<file path="src/sv/sem_pkg.sv">
// Shared types, constants and helpers for the stack expression machine.
// Used by sem_alu and stack_expression_machine_core; no dependencies.
`timescale 1ns / 1ps

package sem_pkg;

    // datapath and storage sizes
    localparam int DATA_W      = 32;
    localparam int STEP_W      = $clog2(DATA_W);
    localparam int STACK_DEPTH = 64;
    localparam int STACK_AW    = $clog2(STACK_DEPTH);
    localparam int STACK_CW    = $clog2(STACK_DEPTH + 1);
    localparam int VAR_COUNT   = 26;
    localparam int VAR_IDX_W   = 5;
    localparam int VAR_AW      = (VAR_COUNT > 1) ? $clog2(VAR_COUNT) : 1;

    // stream payload layout
    localparam int ACTION_W = 4;
    localparam int ERR_W    = 3;
    localparam int IN_W     = ((DATA_W + VAR_IDX_W + 7) / 8) * 8;
    localparam int OUT_RAW  = DATA_W + 1 + ERR_W + STACK_CW;
    localparam int OUT_W    = ((OUT_RAW + 7) / 8) * 8;

    localparam logic [DATA_W-1:0] DATA_MIN = {1'b1, {(DATA_W-1){1'b0}}};

    typedef enum logic [ACTION_W-1:0] {
        ACT_PUSH_LIT = 4'd0,
        ACT_PUSH_VAR = 4'd1,
        ACT_STORE    = 4'd2,
        ACT_ADD      = 4'd3,
        ACT_SUB      = 4'd4,
        ACT_MUL      = 4'd5,
        ACT_DIV      = 4'd6,
        ACT_GT       = 4'd7,
        ACT_LT       = 4'd8,
        ACT_LE       = 4'd9,
        ACT_GE       = 4'd10,
        ACT_EQ       = 4'd11,
        ACT_NE       = 4'd12,
        ACT_TEST     = 4'd13,
        ACT_POP      = 4'd14,
        ACT_PEEK     = 4'd15
    } t_action;

    typedef enum logic [ERR_W-1:0] {
        ERR_OK       = 3'd0,
        ERR_UNDER    = 3'd1,
        ERR_OVER     = 3'd2,
        ERR_DIV_ZERO = 3'd3,
        ERR_DIV_OVF  = 3'd4
    } t_err;

    typedef enum logic [3:0] {
        ALU_ADD,
        ALU_SUB,
        ALU_MUL,
        ALU_DIV,
        ALU_GT,
        ALU_LT,
        ALU_LE,
        ALU_GE,
        ALU_EQ,
        ALU_NE
    } t_alu_op;

    typedef enum logic [2:0] {
        A_IDLE,
        A_SIMPLE,
        A_MUL,
        A_ABS_B,
        A_ABS_A,
        A_DIV,
        A_SIGN
    } t_alu_state;

    typedef enum logic [2:0] {
        S_IDLE,
        S_PUSH,
        S_READ_A,
        S_READ_B,
        S_ALU,
        S_DONE
    } t_state;

    // sequencer to alu
    typedef struct packed {
        logic    start;
        t_alu_op op;
    } t_alu_req;

    // alu to sequencer
    typedef struct packed {
        logic done;
        t_err err;
    } t_alu_rsp;

    // binary action to alu operation
    function automatic t_alu_op action_to_op(input t_action act);
        t_alu_op op;
        unique case (act)
            ACT_SUB: op = ALU_SUB;
            ACT_MUL: op = ALU_MUL;
            ACT_DIV: op = ALU_DIV;
            ACT_GT:  op = ALU_GT;
            ACT_LT:  op = ALU_LT;
            ACT_LE:  op = ALU_LE;
            ACT_GE:  op = ALU_GE;
            ACT_EQ:  op = ALU_EQ;
            ACT_NE:  op = ALU_NE;
            default: op = ALU_ADD;
        endcase
        return op;
    endfunction

endpackage

</file>
<file path="src/sv/sem_alu.sv">
// Shared iterative arithmetic unit: one 33-bit adder reused for add, subtract,
// compares, shift-add multiply and restoring divide. Depends on sem_pkg.
`timescale 1ns / 1ps

module sem_alu (
    input  logic                       i_clk,
    input  logic                       i_rst_n,
    input  sem_pkg::t_alu_req          i_req,
    input  logic [sem_pkg::DATA_W-1:0] i_a,       // right operand (popped first)
    input  logic [sem_pkg::DATA_W-1:0] i_b,       // left operand
    output sem_pkg::t_alu_rsp          o_rsp,
    output logic [sem_pkg::DATA_W-1:0] o_result
);

    sem_pkg::t_alu_state        r_st, n_st;
    sem_pkg::t_alu_op           r_op, n_op;
    logic [sem_pkg::DATA_W-1:0] r_x, n_x;       // left / multiplier / quotient
    logic [sem_pkg::DATA_W-1:0] r_y, n_y;       // right / multiplicand / divisor
    logic [sem_pkg::DATA_W-1:0] r_acc, n_acc;   // product or remainder
    logic [sem_pkg::STEP_W-1:0] r_cnt, n_cnt;
    logic                       r_qneg, n_qneg;
    logic                       r_done, n_done;
    sem_pkg::t_err              r_err, n_err;
    logic [sem_pkg::DATA_W-1:0] r_res, n_res;

    logic [sem_pkg::DATA_W:0]   w_add_x;
    logic [sem_pkg::DATA_W:0]   w_add_y;
    logic                       w_cin;
    logic [sem_pkg::DATA_W:0]   w_sum;
    logic [sem_pkg::DATA_W-1:0] w_shift;
    logic                       w_lt;
    logic                       w_eq;

    // partial remainder shifted by one with the next dividend bit
    assign w_shift = {r_acc[sem_pkg::DATA_W-2:0], r_x[sem_pkg::DATA_W-1]};

    // the one shared adder
    assign w_sum = w_add_x + w_add_y + {{sem_pkg::DATA_W{1'b0}}, w_cin};
    assign w_lt  = w_sum[sem_pkg::DATA_W];
    assign w_eq  = (r_x == r_y);

    // adder operand selection per step
    always_comb begin
        w_add_x = '0;
        w_add_y = '0;
        w_cin   = 1'b0;
        unique case (r_st)
            sem_pkg::A_SIMPLE: begin
                w_add_x = {r_x[sem_pkg::DATA_W-1], r_x};
                if (r_op == sem_pkg::ALU_ADD) begin
                    w_add_y = {r_y[sem_pkg::DATA_W-1], r_y};
                end else begin
                    w_add_y = ~{r_y[sem_pkg::DATA_W-1], r_y};
                    w_cin   = 1'b1;
                end
            end
            sem_pkg::A_MUL: begin
                w_add_x = {1'b0, r_acc};
                w_add_y = r_x[0] ? {1'b0, r_y} : '0;
            end
            sem_pkg::A_ABS_B, sem_pkg::A_SIGN: begin
                w_add_x = ~{1'b0, r_x};
                w_cin   = 1'b1;
            end
            sem_pkg::A_ABS_A: begin
                w_add_x = ~{1'b0, r_y};
                w_cin   = 1'b1;
            end
            sem_pkg::A_DIV: begin
                w_add_x = {1'b0, w_shift};
                w_add_y = ~{1'b0, r_y};
                w_cin   = 1'b1;
            end
            default: begin
                w_add_x = '0;
            end
        endcase
    end

    // sequencer of the unit
    always_comb begin
        n_st   = r_st;
        n_op   = r_op;
        n_x    = r_x;
        n_y    = r_y;
        n_acc  = r_acc;
        n_cnt  = r_cnt;
        n_qneg = r_qneg;
        n_done = 1'b0;
        n_err  = r_err;
        n_res  = r_res;
        unique case (r_st)
            sem_pkg::A_IDLE: begin
                if (i_req.start) begin
                    n_op  = i_req.op;
                    n_x   = i_b;
                    n_y   = i_a;
                    n_acc = '0;
                    n_cnt = '0;
                    n_err = sem_pkg::ERR_OK;
                    n_res = '0;
                    if (i_req.op == sem_pkg::ALU_DIV) begin
                        if (i_a == '0) begin
                            n_err  = sem_pkg::ERR_DIV_ZERO;
                            n_done = 1'b1;
                        end else if (i_b == sem_pkg::DATA_MIN && i_a == '1) begin
                            n_err  = sem_pkg::ERR_DIV_OVF;
                            n_done = 1'b1;
                        end else begin
                            n_qneg = i_b[sem_pkg::DATA_W-1] ^ i_a[sem_pkg::DATA_W-1];
                            n_st   = sem_pkg::A_ABS_B;
                        end
                    end else if (i_req.op == sem_pkg::ALU_MUL) begin
                        n_st = sem_pkg::A_MUL;
                    end else begin
                        n_st = sem_pkg::A_SIMPLE;
                    end
                end
            end
            sem_pkg::A_SIMPLE: begin
                unique case (r_op)
                    sem_pkg::ALU_GT: n_res = {{(sem_pkg::DATA_W-1){1'b0}}, !w_lt && !w_eq};
                    sem_pkg::ALU_LT: n_res = {{(sem_pkg::DATA_W-1){1'b0}}, w_lt};
                    sem_pkg::ALU_LE: n_res = {{(sem_pkg::DATA_W-1){1'b0}}, w_lt || w_eq};
                    sem_pkg::ALU_GE: n_res = {{(sem_pkg::DATA_W-1){1'b0}}, !w_lt};
                    sem_pkg::ALU_EQ: n_res = {{(sem_pkg::DATA_W-1){1'b0}}, w_eq};
                    sem_pkg::ALU_NE: n_res = {{(sem_pkg::DATA_W-1){1'b0}}, !w_eq};
                    default:         n_res = w_sum[sem_pkg::DATA_W-1:0];
                endcase
                n_done = 1'b1;
                n_st   = sem_pkg::A_IDLE;
            end
            sem_pkg::A_MUL: begin
                // one multiplier bit per step, low word kept
                n_acc = w_sum[sem_pkg::DATA_W-1:0];
                n_x   = r_x >> 1;
                n_y   = r_y << 1;
                n_cnt = r_cnt + 1'b1;
                if (r_cnt == '1) begin
                    n_res  = w_sum[sem_pkg::DATA_W-1:0];
                    n_done = 1'b1;
                    n_st   = sem_pkg::A_IDLE;
                end
            end
            sem_pkg::A_ABS_B: begin
                if (r_x[sem_pkg::DATA_W-1]) begin
                    n_x = w_sum[sem_pkg::DATA_W-1:0];
                end
                n_st = sem_pkg::A_ABS_A;
            end
            sem_pkg::A_ABS_A: begin
                if (r_y[sem_pkg::DATA_W-1]) begin
                    n_y = w_sum[sem_pkg::DATA_W-1:0];
                end
                n_st = sem_pkg::A_DIV;
            end
            sem_pkg::A_DIV: begin
                // restoring step: keep the difference when it is not negative
                n_acc = w_lt ? w_shift : w_sum[sem_pkg::DATA_W-1:0];
                n_x   = {r_x[sem_pkg::DATA_W-2:0], !w_lt};
                n_cnt = r_cnt + 1'b1;
                if (r_cnt == '1) begin
                    n_st = sem_pkg::A_SIGN;
                end
            end
            sem_pkg::A_SIGN: begin
                n_res  = r_qneg ? w_sum[sem_pkg::DATA_W-1:0] : r_x;
                n_done = 1'b1;
                n_st   = sem_pkg::A_IDLE;
            end
            default: begin
                n_st = sem_pkg::A_IDLE;
            end
        endcase
    end

    // control state
    always_ff @(posedge i_clk) begin
        if (!i_rst_n) begin
            r_st   <= sem_pkg::A_IDLE;
            r_done <= 1'b0;
        end else begin
            r_st   <= n_st;
            r_done <= n_done;
        end
    end

    // operand and result registers
    always_ff @(posedge i_clk) begin
        r_op   <= n_op;
        r_x    <= n_x;
        r_y    <= n_y;
        r_acc  <= n_acc;
        r_cnt  <= n_cnt;
        r_qneg <= n_qneg;
        r_err  <= n_err;
        r_res  <= n_res;
    end

    assign o_rsp.done = r_done;
    assign o_rsp.err  = r_err;
    assign o_result   = r_res;

endmodule

</file>
<file path="src/sv/stack_expression_machine_core.sv">
// Top level of the stack expression machine: stream ports, sequencer, operand
// stack memory and variable file. Depends on sem_pkg and sem_alu.
`timescale 1ns / 1ps

// One operation is taken per transfer on the slave side and gives exactly one
// result transfer on the master side. The block takes a new operation only
// once the previous one has finished; a finished result may still wait in the
// output register while the next operation is taken. Multiply and divide take
// longest, as the shared ALU retires one multiplier or quotient bit per cycle
// through its single adder. The operand stack is a 64-entry memory with one
// registered read port, so a binary operation fetches its two operands one
// after the other. Faults (underflow, overflow, divide by zero, divide
// overflow) leave the stack, its depth and the variables untouched and report
// the current depth.

module stack_expression_machine_core (
    input  logic                      i_clk,
    input  logic                      i_rst_n,
    input  logic                      s_axis_tvalid,
    output logic                      s_axis_tready,
    // literal_value [31:0], var_index [36:32], zero fill
    input  logic [sem_pkg::IN_W-1:0]  s_axis_tdata,
    // action [3:0]
    input  logic [sem_pkg::ACTION_W-1:0] s_axis_tuser,
    output logic                      m_axis_tvalid,
    input  logic                      m_axis_tready,
    // value [31:0], condition [32], error [35:33], depth_now [42:36], zero fill
    output logic [sem_pkg::OUT_W-1:0] m_axis_tdata
);

    sem_pkg::t_state               r_state, n_state;
    sem_pkg::t_action              r_action, n_action;
    logic [sem_pkg::DATA_W-1:0]    r_lit, n_lit;
    logic [sem_pkg::VAR_IDX_W-1:0] r_vi, n_vi;
    logic [sem_pkg::STACK_CW-1:0]  r_count, n_count;
    logic [sem_pkg::DATA_W-1:0]    r_a, n_a;
    logic [sem_pkg::DATA_W-1:0]    r_value, n_value;
    logic                          r_cond, n_cond;
    sem_pkg::t_err                 r_err, n_err;
    logic                          r_out_valid, n_out_valid;
    logic [sem_pkg::OUT_W-1:0]     r_out_data, n_out_data;

    logic [sem_pkg::DATA_W-1:0]    r_stack [sem_pkg::STACK_DEPTH];
    logic [sem_pkg::DATA_W-1:0]    r_rd_data;
    logic [sem_pkg::DATA_W-1:0]    r_vars [sem_pkg::VAR_COUNT];

    logic                          w_accept;
    sem_pkg::t_action              w_in_action;
    logic [sem_pkg::STACK_CW-1:0]  w_cnt_m1;
    logic [sem_pkg::STACK_CW-1:0]  w_cnt_m2;
    logic                          w_rd_en;
    logic [sem_pkg::STACK_AW-1:0]  w_rd_addr;
    logic                          w_wr_en;
    logic [sem_pkg::STACK_AW-1:0]  w_wr_addr;
    logic [sem_pkg::DATA_W-1:0]    w_wr_data;
    logic                          w_vi_ok;
    logic                          w_var_we;
    logic [sem_pkg::DATA_W-1:0]    w_var_rd;
    sem_pkg::t_alu_req             w_alu_req;
    sem_pkg::t_alu_rsp             w_alu_rsp;
    logic [sem_pkg::DATA_W-1:0]    w_alu_res;

    // handshake and input unpacking
    assign s_axis_tready = (r_state == sem_pkg::S_IDLE);
    assign w_accept      = s_axis_tvalid && s_axis_tready;
    assign w_in_action   = sem_pkg::t_action'(s_axis_tuser);
    assign m_axis_tvalid = r_out_valid;
    assign m_axis_tdata  = r_out_data;

    assign w_cnt_m1 = r_count - sem_pkg::STACK_CW'(1);
    assign w_cnt_m2 = r_count - sem_pkg::STACK_CW'(2);

    // variable lookup, out-of-range index reads as zero
    assign w_vi_ok  = (r_vi < sem_pkg::VAR_IDX_W'(sem_pkg::VAR_COUNT));
    assign w_var_rd = w_vi_ok ? r_vars[r_vi[sem_pkg::VAR_AW-1:0]] : '0;

    sem_alu u_alu (
        .i_clk    (i_clk),
        .i_rst_n  (i_rst_n),
        .i_req    (w_alu_req),
        .i_a      (r_a),
        .i_b      (r_rd_data),
        .o_rsp    (w_alu_rsp),
        .o_result (w_alu_res)
    );

    // sequencer: next state, stack and variable accesses
    always_comb begin
        n_state     = r_state;
        n_action    = r_action;
        n_lit       = r_lit;
        n_vi        = r_vi;
        n_count     = r_count;
        n_a         = r_a;
        n_value     = r_value;
        n_cond      = r_cond;
        n_err       = r_err;
        n_out_valid = r_out_valid && !m_axis_tready;
        n_out_data  = r_out_data;
        w_rd_en     = 1'b0;
        w_rd_addr   = w_cnt_m1[sem_pkg::STACK_AW-1:0];
        w_wr_en     = 1'b0;
        w_wr_addr   = r_count[sem_pkg::STACK_AW-1:0];
        w_wr_data   = r_lit;
        w_var_we    = 1'b0;
        w_alu_req.start = 1'b0;
        w_alu_req.op    = sem_pkg::action_to_op(r_action);
        unique case (r_state)
            sem_pkg::S_IDLE: begin
                if (w_accept) begin
                    n_action = w_in_action;
                    n_lit    = s_axis_tdata[sem_pkg::DATA_W-1:0];
                    n_vi     = s_axis_tdata[sem_pkg::DATA_W +: sem_pkg::VAR_IDX_W];
                    n_value  = '0;
                    n_cond   = 1'b0;
                    n_err    = sem_pkg::ERR_OK;
                    if (w_in_action == sem_pkg::ACT_PUSH_LIT
                            || w_in_action == sem_pkg::ACT_PUSH_VAR) begin
                        if (r_count >= sem_pkg::STACK_CW'(sem_pkg::STACK_DEPTH)) begin
                            n_err   = sem_pkg::ERR_OVER;
                            n_state = sem_pkg::S_DONE;
                        end else begin
                            n_state = sem_pkg::S_PUSH;
                        end
                    end else if (w_in_action == sem_pkg::ACT_STORE
                            || w_in_action == sem_pkg::ACT_TEST
                            || w_in_action == sem_pkg::ACT_POP
                            || w_in_action == sem_pkg::ACT_PEEK) begin
                        if (r_count == '0) begin
                            n_err   = sem_pkg::ERR_UNDER;
                            n_state = sem_pkg::S_DONE;
                        end else begin
                            w_rd_en = 1'b1;
                            n_state = sem_pkg::S_READ_A;
                        end
                    end else begin
                        if (r_count < sem_pkg::STACK_CW'(2)) begin
                            n_err   = sem_pkg::ERR_UNDER;
                            n_state = sem_pkg::S_DONE;
                        end else begin
                            w_rd_en = 1'b1;
                            n_state = sem_pkg::S_READ_A;
                        end
                    end
                end
            end
            sem_pkg::S_PUSH: begin
                w_wr_en   = 1'b1;
                w_wr_data = (r_action == sem_pkg::ACT_PUSH_VAR) ? w_var_rd : r_lit;
                n_count   = r_count + sem_pkg::STACK_CW'(1);
                n_state   = sem_pkg::S_DONE;
            end
            sem_pkg::S_READ_A: begin
                // top of stack has arrived
                n_a     = r_rd_data;
                n_state = sem_pkg::S_DONE;
                unique case (r_action)
                    sem_pkg::ACT_STORE: begin
                        w_var_we = w_vi_ok;
                        n_count  = w_cnt_m1;
                    end
                    sem_pkg::ACT_TEST: begin
                        n_cond  = (r_rd_data == sem_pkg::DATA_W'(1));
                        n_count = w_cnt_m1;
                    end
                    sem_pkg::ACT_POP: begin
                        n_value = r_rd_data;
                        n_count = w_cnt_m1;
                    end
                    sem_pkg::ACT_PEEK: begin
                        n_value = r_rd_data;
                    end
                    default: begin
                        w_rd_en   = 1'b1;
                        w_rd_addr = w_cnt_m2[sem_pkg::STACK_AW-1:0];
                        n_state   = sem_pkg::S_READ_B;
                    end
                endcase
            end
            sem_pkg::S_READ_B: begin
                w_alu_req.start = 1'b1;
                n_state         = sem_pkg::S_ALU;
            end
            sem_pkg::S_ALU: begin
                if (w_alu_rsp.done) begin
                    n_state = sem_pkg::S_DONE;
                    if (w_alu_rsp.err != sem_pkg::ERR_OK) begin
                        n_err = w_alu_rsp.err;
                    end else begin
                        w_wr_en   = 1'b1;
                        w_wr_addr = w_cnt_m2[sem_pkg::STACK_AW-1:0];
                        w_wr_data = w_alu_res;
                        n_count   = w_cnt_m1;
                    end
                end
            end
            sem_pkg::S_DONE: begin
                if (!r_out_valid || m_axis_tready) begin
                    n_out_valid = 1'b1;
                    n_out_data  = {{(sem_pkg::OUT_W - sem_pkg::OUT_RAW){1'b0}},
                                   r_count, r_err, r_cond, r_value};
                    n_state     = sem_pkg::S_IDLE;
                end
            end
            default: begin
                n_state = sem_pkg::S_IDLE;
            end
        endcase
    end

    // control state
    always_ff @(posedge i_clk) begin
        if (!i_rst_n) begin
            r_state     <= sem_pkg::S_IDLE;
            r_count     <= '0;
            r_out_valid <= 1'b0;
        end else begin
            r_state     <= n_state;
            r_count     <= n_count;
            r_out_valid <= n_out_valid;
        end
    end

    // item and result payload
    always_ff @(posedge i_clk) begin
        r_action   <= n_action;
        r_lit      <= n_lit;
        r_vi       <= n_vi;
        r_a        <= n_a;
        r_value    <= n_value;
        r_cond     <= n_cond;
        r_err      <= n_err;
        r_out_data <= n_out_data;
    end

    // operand stack memory, one write and one registered read
    always_ff @(posedge i_clk) begin
        if (w_wr_en) begin
            r_stack[w_wr_addr] <= w_wr_data;
        end
        if (w_rd_en) begin
            r_rd_data <= r_stack[w_rd_addr];
        end
    end

    // variable file, cleared at reset
    always_ff @(posedge i_clk) begin
        if (!i_rst_n) begin
            for (int i = 0; i < sem_pkg::VAR_COUNT; i++) begin
                r_vars[i] <= '0;
            end
        end else if (w_var_we) begin
            r_vars[r_vi[sem_pkg::VAR_AW-1:0]] <= r_rd_data;
        end
    end

    // depth never exceeds the stack size
    assert property (@(posedge i_clk) disable iff (!i_rst_n)
        r_count <= sem_pkg::STACK_CW'(sem_pkg::STACK_DEPTH))
        else $error("stack count beyond depth");

    // the alu only reports while the sequencer waits for it
    assert property (@(posedge i_clk) disable iff (!i_rst_n)
        w_alu_rsp.done |-> (r_state == sem_pkg::S_ALU))
        else $error("alu done outside of alu wait");

    // one operation at a time
    assert property (@(posedge i_clk) disable iff (!i_rst_n)
        w_accept |=> !s_axis_tready)
        else $error("ready right after a transfer");

    // an alu fault leaves the depth untouched
    assert property (@(posedge i_clk) disable iff (!i_rst_n)
        (r_state == sem_pkg::S_ALU && w_alu_rsp.done && w_alu_rsp.err != sem_pkg::ERR_OK)
        |=> $stable(r_count))
        else $error("depth changed on alu fault");

endmodule
</file>
<file path="config.mk">
export PLATFORM = sky130hd
export DESIGN_NAME = stack_expression_machine_core
export DESIGN_NICKNAME = d
export VERILOG_FILES = /design/src/sv/sem_pkg.sv /design/src/sv/sem_alu.sv /design/src/sv/stack_expression_machine_core.sv
export SDC_FILE = /design/constraint.sdc
export NUM_CORES = 2
export LEC_CHECK = 0
export ABC_AREA = 1
export BUFFER_PORTS_ARGS = -buffer_cell sky130_fd_sc_hd__buf_4
export CELL_PAD_IN_SITES_DETAIL_PLACEMENT = 0
export CELL_PAD_IN_SITES_GLOBAL_PLACEMENT = 1
export CORE_ASPECT_RATIO = 1.75
export CORE_UTILIZATION = 40
export CTS_CLUSTER_DIAMETER = 40
export CTS_CLUSTER_SIZE = 25
export DETAILED_ROUTE_END_ITERATION = 8
export GPL_TIMING_DRIVEN = 0
export MAX_ROUTING_LAYER = met4
export PLACE_DENSITY = 0.7
export SLEW_MARGIN = 20
export SYNTH_ARGS = -nofsm -noshare
export SYNTH_HDL_FRONTEND = slang
export SYNTH_HIERARCHICAL = 1
export SYNTH_SLANG_ARGS = --single-unit
</file>
<file path="constraint.sdc">
create_clock -name i_clk -period 4.7 [get_ports i_clk]
set_input_delay 0.94 -clock i_clk [delete_from_list [all_inputs] [get_ports i_clk]]
set_output_delay 0.94 -clock i_clk [all_outputs]
set_load 0.005 [all_outputs]
</file>
==> summary.md <==
| Metric | Value |
|---|---|
| Status | finished, violations left |
| Failing checks | setup timing |
| Inst Count DP | 19420 |
| Post-synth EDFFs | 3396 |
| Metal-1 WL | 221.2 mm |
| Post-Syn Instances | 13920 |
| Detailed placement HPWL | 516.1 mm |
| Most frequent cells in the layout | edfxtp_1 (3396), nand3_1 (2240), nand2_1 (1932) |
| FF-to-FF setup slack | -250 ps |
| Most used cell, CP | nand3_1 |
| Initial antenna violation count | 59 |
| Reg-to-Reg End | r_rd_data[26] |
| Skew-Pair Late Insertion Delay | 1020 ps |
| FILL cells | 34780 |
| Netlist Area Pre-Place | 153000 um^2 |
| WS Path Type | reg -> reg |
| Slowest CP cell | clkbuf_1 |
| Max-cap viol count | 0 |
| Cts hold-fix bufs | 0 |
| Final period util | 105.3% |
| # setup viols final | 630 |
| Crit path time final | 4950 ps |
| Sw Ratio | 52.27% |
| Critical path data required time | 5360 ps |
| All-Layer GR Usage | 36.80% |
| Detail Route Antenna Nets | 0 |
| Worst Hold Class | in -> reg |
| Initial Util | 40.15% |
| Iter 0 DRT Violations | 16540 |
| CP cell instances | inv_1 > nand2_1 > nor2_4 > buf_4 > nand4_1 > buf_4 > buf_4 > clkbuf_2 > clkbuf_1 > nand3b_1 > nand3_1 > nand3_1 > nand3_1 > nand3_1 > nand3_1 > nand2_1 |
| Worst reg2reg path startpoint | r_state[0] |
| Cell variety after synth | 58 |
| Leading cell type in the layout, fill and taps excluded | edfxtp_1 |
| Clock skew | 118.3 ps |
| Hold Vio Cnt, Final | 0 |
| Syn-to-layout area delta | 18.91% |
| DR WL met2 | 335.2 mm |
| CP Data Arrival Time | 5610 ps |
| Synth Flop Type | edfxtp_1 |
| Hold path cells | 1 |
| Top Layer Used | met4 |
| TritonCTS clock tree | yes |
| Fin nets | 14990 |
| Longest Clk Path Bufs | 4 |
| Max-slew headroom | 14.56% |
| YS warnings | 6 |
| Die H | 820.1 um |
| Crit path capture type | flop |
| Largest net degree at the start of global routing | 51 |
| Max frequency | 202.0 MHz |
| RSZ-0062 raised after global routing | yes |
| DRT Pass-1 Iters | 8 |
| Area of the multi-input gates | 43060 um^2 |
| IO Port Bufs | 89 |
| Switching power | 79.01 mW |
| Overall power consumption | 151.2 mW |
| Share of flip-flops with an asynchronous set or reset | 0% |
| Final Max Tran Viols | 0 |
| Routed wire per std cell | 34.91 um |
| Share of cells above drive strength 1 | 12.02% |
| Register share of total power | 27.5% |
| Crit-path max cell delay | 690 ps |
| First-pass GRT wire length | 937.9 mm |
| Combinational fraction of design power | 51.7% |
| Gp weighted congestion | 0.9946 |
| Max H-tree Level | 5 |
| Internal | 72.15 mW |
| DRT Wirelength | 706.7 mm |
| CTS root buf | clkbuf_16 |
| Final WS setup | -250.2 ps |
| Final non-filler cell total | 20240 |
| Num CTS Buffers | 374 |
| Mean Syn Cell Area | 10.99 um^2 |
| Clock power share | 20.8% |
| Vias in the first global route | 113000 |
| Vias after detailed routing | 119400 |
| DRC Markers | 0 |
| Clk pin slew, worst setup/hold paths | 70 ps |
| Die area | 385000 um^2 |
| HP Start | s_axis_tdata[25] |
| LEAKAGE | 69.99 nW |
| DIE WIDTH | 469.5 um |
| Clk sink count | 3420 |
| Hold_ws | 115.7 ps |
| Worst-Margin Slew | 1282 ps |
| Via density | 5.901 |
| WL met3 | 60.28 mm |
| WHS Endpoint | r_lit[25] |
| Peak supply drop | 615.5 uV |
| Ports | 98 |
| Register area | 102500 um^2 |
| Pwr Density | 831.1 nW/um^2 |
| CP startpoint kind | flop |
| Overflow after GRT | 0 |
| Fraction of the yosys area taken by sequential cells | 66.98% |
| Synth Register Bits | 3420 |
| Core ar. | 381000 um^2 |
| Worst r2r path cells | 16 |
| FP Rows | 300 |
| Peak fanout along the critical path | 11 |
-- synthesized netlist by cell type, types with 3 or more instances --
master / count / share of area, %
nor4_1: 29 / 0.12
buf_2: 261 / 0.85
o21bai_1: 158 / 0.78
nand3b_1: 771 / 3.8
nand4_1: 43 / 0.18
a31oi_1: 5 / 0.020
xor2_1: 22 / 0.13
o21a_1: 4 / 0.020
inv_1: 1428 / 3.5
nor2_1: 1479 / 3.6
a21o_1: 4 / 0.020
o211ai_1: 23 / 0.11
ha_1: 41 / 0.34
nand2_2: 8 / 0.033
a221oi_1: 12 / 0.069
clkinv_1: 10 / 0.025
buf_1: 115 / 0.28
buf_4: 15 / 0.074
inv_2: 44 / 0.11
nor3_1: 30 / 0.098
nand2_1: 1988 / 4.9
o22ai_1: 35 / 0.14
a21oi_1: 137 / 0.45
a22oi_1: 29 / 0.14
nor2_4: 3 / 0.022
o21ai_1: 51 / 0.17
clkbuf_1: 587 / 1.4
dfxtp_1: 24 / 0.31
o221ai_1: 284 / 1.6
nor2_2: 3 / 0.012
mux2i_1: 104 / 0.68
edfxtp_1: 3396 / 67
nand3_1: 2287 / 7.5
o2111ai_1: 26 / 0.15
a211oi_1: 3 / 0.015
o21ai_0: 407 / 1.3
xnor2_1: 16 / 0.092
or2_2: 10 / 0.041
-- layout make-up --
cell class,count,area share [%]
clock buffer,393,5.249
sequential,3420,56.33
antenna,40,0.05503
buffer,978,2.481
timing repair buffer,413,3.830
tap,4983,3.428
multi-input combinational,8233,23.67
inverter,1482,3.067
clock inverter,299,1.888
-- registers in the layout, summed over array words and instances (netlist names), 4 cells and up, named ones only --
name	flops
u_alu/r_cnt	5
r_count	7
u_alu/r_x	32
m_axis_tdata	43
u_alu/r_y	32
r_vi	5
r_a	32
r_vars	1024
r_action	4
w_alu_req	4
r_value	32
r_rd_data	32
u_alu/r_op	4
r_stack	2048
u_alu/r_acc	32
r_lit	32
u_alu/o_result	32
-- power groups by stage --
stage | Combinational (mW) | Sequential (mW) | Clock [mW]
after floorplan | 32.9 | 41.0 | 0
after global placement | 70.9 | 43.2 | 0
after detailed placement | 73.1 | 42.2 | 0
after CTS | 74.0 | 41.5 | 31.4
after global routing | 78.1 | 41.6 | 32.4
final | 78.1 | 41.6 | 31.4
-- critical path: cells and delay by family, from the launching register on --
| kind | cells | cell delay, ps |
|---|---|---|
| buffers and inverters | 6 | 2000 |
| flip-flops | 1 | 400 |
| AND/OR/NAND/NOR | 10 | 2150 |
-- per-stage QoR --
stage / TNS (ps) / setup slack, ps / util [%] / instance area, um^2
after floorplan: 0 / 481.4 / - / 153700
after global placement: - / -5093 / 42.16 / 160600
after detailed placement: -2608990 / -1507 / 43.83 / 167000
after CTS: -9568 / -130.1 / 47.47 / 180900
after global routing: -543.8 / -44.53 / 47.73 / 181900
final: -42870 / -250.2 / 47.74 / 181900
-- worst max path at each step --
stage	from	end	slack, ps	cells past startpoint
global route	r_state[0]	r_rd_data[26]	-40	16
floorplan	r_state[2]	r_value[0]	480	5
finish	r_state[0]	r_rd_data[26]	-250	16
detailed placement	r_state[0]	r_rd_data[21]	-1510	15
global placement	u_alu/r_err[0]	r_stack[29][3]	-5090	9
CTS	r_count[0]	r_rd_data[21]	-130	13
-- timing repair --
item	CTS	global route
endpoints found under the setup margin	4205	925
setup buffers	39	53
cloned	1	1
resized for setup	191	189
pin swaps	19	19
-- routing by layer --
| metal | up-vias | global-route usage [%] |
|---|---|---|
| li1 | 50530 | - |
| met3 | 2710 | 6.347 |
| met5 | - | - |
| met1 | 58630 | 36.87 |
| met4 | 0 | 38.07 |
| met2 | 7587 | 59.40 |
-- kinds of logic after synthesis --
| group | share of synthesized area (%) |
|---|---|
| flip-flops | 66.98 |
| adder cells (fa/ha/maj) | 0.3615 |
| buffers and inverters | 6.301 |
| other | 0.002451 |
| multiplexers | 0.6805 |
| AO/OA/AOI/OAI | 5.102 |
| XOR/XNOR | 0.2176 |
| AND/OR/NAND/NOR | 20.35 |
Power figures use the tool's default switching activity.
